$ cat config.mk
export PLATFORM = sky130hd
export DESIGN_NAME = jac3d_outq
export DESIGN_NICKNAME = d
export VERILOG_FILES = /design/src/jac3d_pkg.sv /design/src/jac3d_outq.sv
export SDC_FILE = /design/constraint.sdc
export NUM_CORES = 1
export LEC_CHECK = 0
export ABC_AREA = 1
export CELL_PAD_IN_SITES_DETAIL_PLACEMENT = 1
export CELL_PAD_IN_SITES_GLOBAL_PLACEMENT = 1
export CORE_MARGIN = 2
export CORE_UTILIZATION = 40
export CTS_CLUSTER_SIZE = 16
export DETAILED_ROUTE_END_ITERATION = 10
export DONT_BUFFER_PORTS = 1
export GPL_TIMING_DRIVEN = 0
export PLACE_DENSITY_LB_ADDON = 0.12
export SLEW_MARGIN = 5
export SYNTH_ARGS = -nofsm -noshare
export SYNTH_HDL_FRONTEND = slang
export SYNTH_SLANG_ARGS = --single-unit
$ cat constraint.sdc
create_clock -name i_clk -period 18.8 [get_ports i_clk]
set_clock_uncertainty 0.2 [all_clocks]
set_input_delay 2.82 -clock i_clk [delete_from_list [all_inputs] [get_ports i_clk]]
set_output_delay 2.82 -clock i_clk [all_outputs]
set_load 0.005 [all_outputs]
$ cat src/jac3d_pkg.sv
// ----------------------------------------------------------------------------
// jac3d_pkg
// Shared types for the seven-point stencil: item tags, results, queue pushes.
// ----------------------------------------------------------------------------
package jac3d_pkg;

    localparam int Q_DEPTH = 8;
    localparam int Q_AW    = $clog2(Q_DEPTH);

    typedef struct packed {
        logic signed [31:0] value;
        logic [9:0]         batch;
        logic [11:0]        z;
        logic [5:0]         y;
        logic [5:0]         x;
        logic               last;
    } t_result;

    // tag of one accepted item, travels alongside the arithmetic
    typedef struct packed {
        logic        has0;      // plane behind is emitted
        logic        has1;      // last plane: own boundary copy as well
        logic        interior;
        logic [31:0] cur;
        logic [9:0]  batch;
        logic [11:0] zc;
        logic [11:0] z;
        logic [5:0]  y;
        logic [5:0]  x;
    } t_meta;

    typedef struct packed {
        logic [1:0] cnt;
        t_result    r0;
        t_result    r1;
    } t_push;

endpackage

$ cat src/jac3d_outq.sv
// ----------------------------------------------------------------------------
// jac3d_outq
// Result queue: up to two results in a cycle, one out a cycle unless stalled.
// ----------------------------------------------------------------------------
module jac3d_outq (
    input  logic                    i_clk,
    input  logic                    i_rst_n,
    input  jac3d_pkg::t_push        i_push,
    output logic                    o_valid,
    input  logic                    i_stall,
    output jac3d_pkg::t_result      o_head,
    output logic [jac3d_pkg::Q_AW:0] o_count
);
    import jac3d_pkg::*;

    t_result          r_mem [Q_DEPTH];
    logic [Q_AW-1:0]  r_wp, r_rp;
    logic [Q_AW:0]    r_count;
    logic             pop;

    assign o_valid = (r_count != '0);
    assign pop     = o_valid & ~i_stall;
    assign o_head  = r_mem[r_rp];
    assign o_count = r_count;

    always_ff @(posedge i_clk) begin
        if (!i_rst_n) begin
            r_wp    <= '0;
            r_rp    <= '0;
            r_count <= '0;
        end else begin
            r_wp    <= r_wp + Q_AW'(i_push.cnt);
            r_rp    <= r_rp + Q_AW'(pop);
            r_count <= r_count + (Q_AW + 1)'(i_push.cnt) - (Q_AW + 1)'(pop);
        end
        if (i_push.cnt != 2'd0) begin
            r_mem[r_wp] <= i_push.r0;
        end
        if (i_push.cnt == 2'd2) begin
            r_mem[r_wp + Q_AW'(1)] <= i_push.r1;
        end
    end

    a_no_overflow: assert property (@(posedge i_clk) disable iff (!i_rst_n)
        (5'(r_count) + 5'(i_push.cnt) - 5'(pop)) <= 5'(Q_DEPTH))
        else $error("result queue overflow");

    a_count_bound: assert property (@(posedge i_clk) disable iff (!i_rst_n)
        (i_push.cnt == 2'd0 && pop) |=> r_count == $past(r_count) - 1'b1)
        else $error("queue count slip");

endmodule

==> run metrics <==
total track usage 31.6%; count of state elements after synthesis around 550; first-pass GRT wire length 201 mm; htree depth 3; CP max FO 10; layout cells sized above 1 9.98%; total number of vias ~31000; first-iteration detailed-routing DRC count ~2300; vias in the first global route about 32000; Yosys cell types 21; Clock transition at path regs roughly 0.060 ns; post-synth net total roughly 4500; CP Data Required Time between 15 and 20 ns; total negative setup slack 0 ns; outcome finished clean; Via density 5.56; Leak Pwr about 0.018 µW; cells after synthesis 4393; Site Rows ~110; Setup Fix Bufs, Post-CTS 0; worst setup path category reg -> out; die height ~290 µm; fillcell total 10200; Clock Path Buffers 3; Final Wtd Congestion a little under 0.9; final worst-path cycle share around 35%; Chip Width about 300 µm; Ys Warns 0; VDD IR max roughly 55 µV; # setup viols final 0; first drt pass iteration count 5; Tightest Pin Transition 1.31 ns; detailed placement HPWL around 100 mm; post_cts resized 0; Crit. End Element primary output; worst hold slack 0.376 ns; nets@finish roughly 4600; final hold vios 0; total grt overflow 0; Post-Route WL 136 mm; Starting Density just over 40%; total CTS buffers 69; Seq/Total Area, Yosys between 40% and 50%; area of the core a little over 80000 µm²; Highest Clock Rate 0.154 GHz; min Tclk post-route 6.50 ns; unrepaired setup endpoints after global routing no; post-synthesis area per instance ~7.5 µm²; Residual DRC 0; most frequent cells in the layout nand2_1 (1962), inv_1 (558), nand4_1 (536), edfxtp_1 (536), nand3_1 (275); Hold Buf Count CTS 0; clock tree sinks between 500 and 600; power per cell area between 100 and 150 nW/µm²; TritonCTS clock tree yes; most common cell after layout, fill and taps aside nand2_1; min-delay worst type reg -> reg; largest net degree at the start of global routing 25; I/O Pins ~210; Clock Latency Late Sink 0.62 ns; Area Overhead vs Synth 12.4%; Critical Path Source Type flop; wire length per cell 24.2 µm; number of port buffers 0; Root Buffer clkbuf_16; Synth Cell Area roughly 33000 µm²; Critical Path AT around 3.5 ns; Slew Limit Fails 0; initial antenna violation count 8; Max-cap violations 0; die area between 80000 and 90000 µm²; slew margin rel. between 10% and 20%; Detail Route Antenna Nets 0
==> final cells by class <==
cell class              count  area [µm²]  share of cell area [%]
diodes                      4        10.0                  0.0269
plain buffers             473        2260                    6.08
clock buffers              97        1920                    5.15
clock inverters            24         181                   0.488
inverters                 561        2110                    5.66
multi-input cells        2813       12500                    33.6
flip-flops and latches    546       16300                    43.8
well taps                1070        1340                    3.60
repair buffers             25         576                    1.55
==> logic make-up (layout without fill, tap and decap cells) <==
family,after synthesis,in the layout,synth area share [%]
xor gates and xnor gates,3,3,0.0795
buffers and inverters,1034,1180,13.2
other,0,4,0
DFF,546,546,49.3
AOI/OAI and AO/OA,12,12,0.182
adders and majority gates,10,10,0.424
and+or+nand+nor,2788,2788,36.8
==> worst max-delay path, stage by stage (launching register included) <==
cell	delay, ns
dfxtp_1	0.30
clkbuf_1	0.31
inv_1	0.29
clkbuf_1	1.00
clkbuf_1	0.60
nand2_1	0.19
nand2_1	0.17
==> stage by stage <==
step | cells | setup WS (ns) | area, µm² | power [µW] | util, %
finish | 5613 | 12.30 | 37200 | 4040 | 45.4
global route | 5611 | 12.26 | 37200 | 4200 | 45.4
CTS | 5609 | 12.33 | 37200 | 4030 | 45.4
detailed placement | 5488 | 12.97 | 35100 | 2740 | 42.8
global placement | 5463 | 5.35 | 34400 | 2720 | 42.0
floorplan | 4393 | 10.25 | 33100 | 2250 | -
==> report_power, final <==
group          switching, µW  internal, µW  total [µW]
Clock                    557           749        1310
Combinational            948           287        1240
Sequential              25.1          1470        1490
==> synth_stat cells <==
cell type | number | share of area, %
xor2_1 | 2 | 0.053
fa_1 | 2 | 0.12
clkbuf_1 | 97 | 1.1
o21ai_0 | 9 | 0.14
nand2_1 | 1962 | 22
clkbuf_2 | 91 | 1.4
buf_1 | 51 | 0.58
nand3_2 | 6 | 0.18
xnor2_1 | 1 | 0.026
buf_2 | 204 | 3.1
edfxtp_1 | 536 | 49
buf_6 | 1 | 0.034
buf_4 | 29 | 0.66
nand4_1 | 536 | 10
nor2_1 | 9 | 0.10
inv_1 | 558 | 6.3
ha_1 | 8 | 0.30
nand3_1 | 275 | 4.2
a21oi_1 | 3 | 0.045
inv_2 | 3 | 0.034
dfxtp_1 | 10 | 0.61
==> metal layers <==
metal	wire, µm	global-route usage [%]	vias up
li1	-	-	14400
met1	55100	39.1	15500
met2	66800	55.0	1036
met3	7480	3.86	310
met4	6370	14.3	2
met5	16	0	-
==> sequential cells by signal, indices dropped and copies added, names as in the netlist <==
signal	flops
o_count	4
r_rp	3
r_wp	3
r_mem	536
==> worst paths after layout <==
kind                      startpoint                      to  slack (ns)  cells past startpoint
setup / recovery  r_rp[2]$_SDFF_PN0_              o_head[38]       12.30                      6
hold / removal    r_rp[1]$_SDFF_PN0_      r_rp[1]$_SDFF_PN0_        0.38                      3
setup reg to reg  r_wp[0]$_SDFF_PN0_  r_mem[4][26]$_DFFE_PP_       15.16                      9
hold reg to reg   r_rp[1]$_SDFF_PN0_      r_rp[1]$_SDFF_PN0_        0.38                      3
Power figures use the tool's default switching activity.
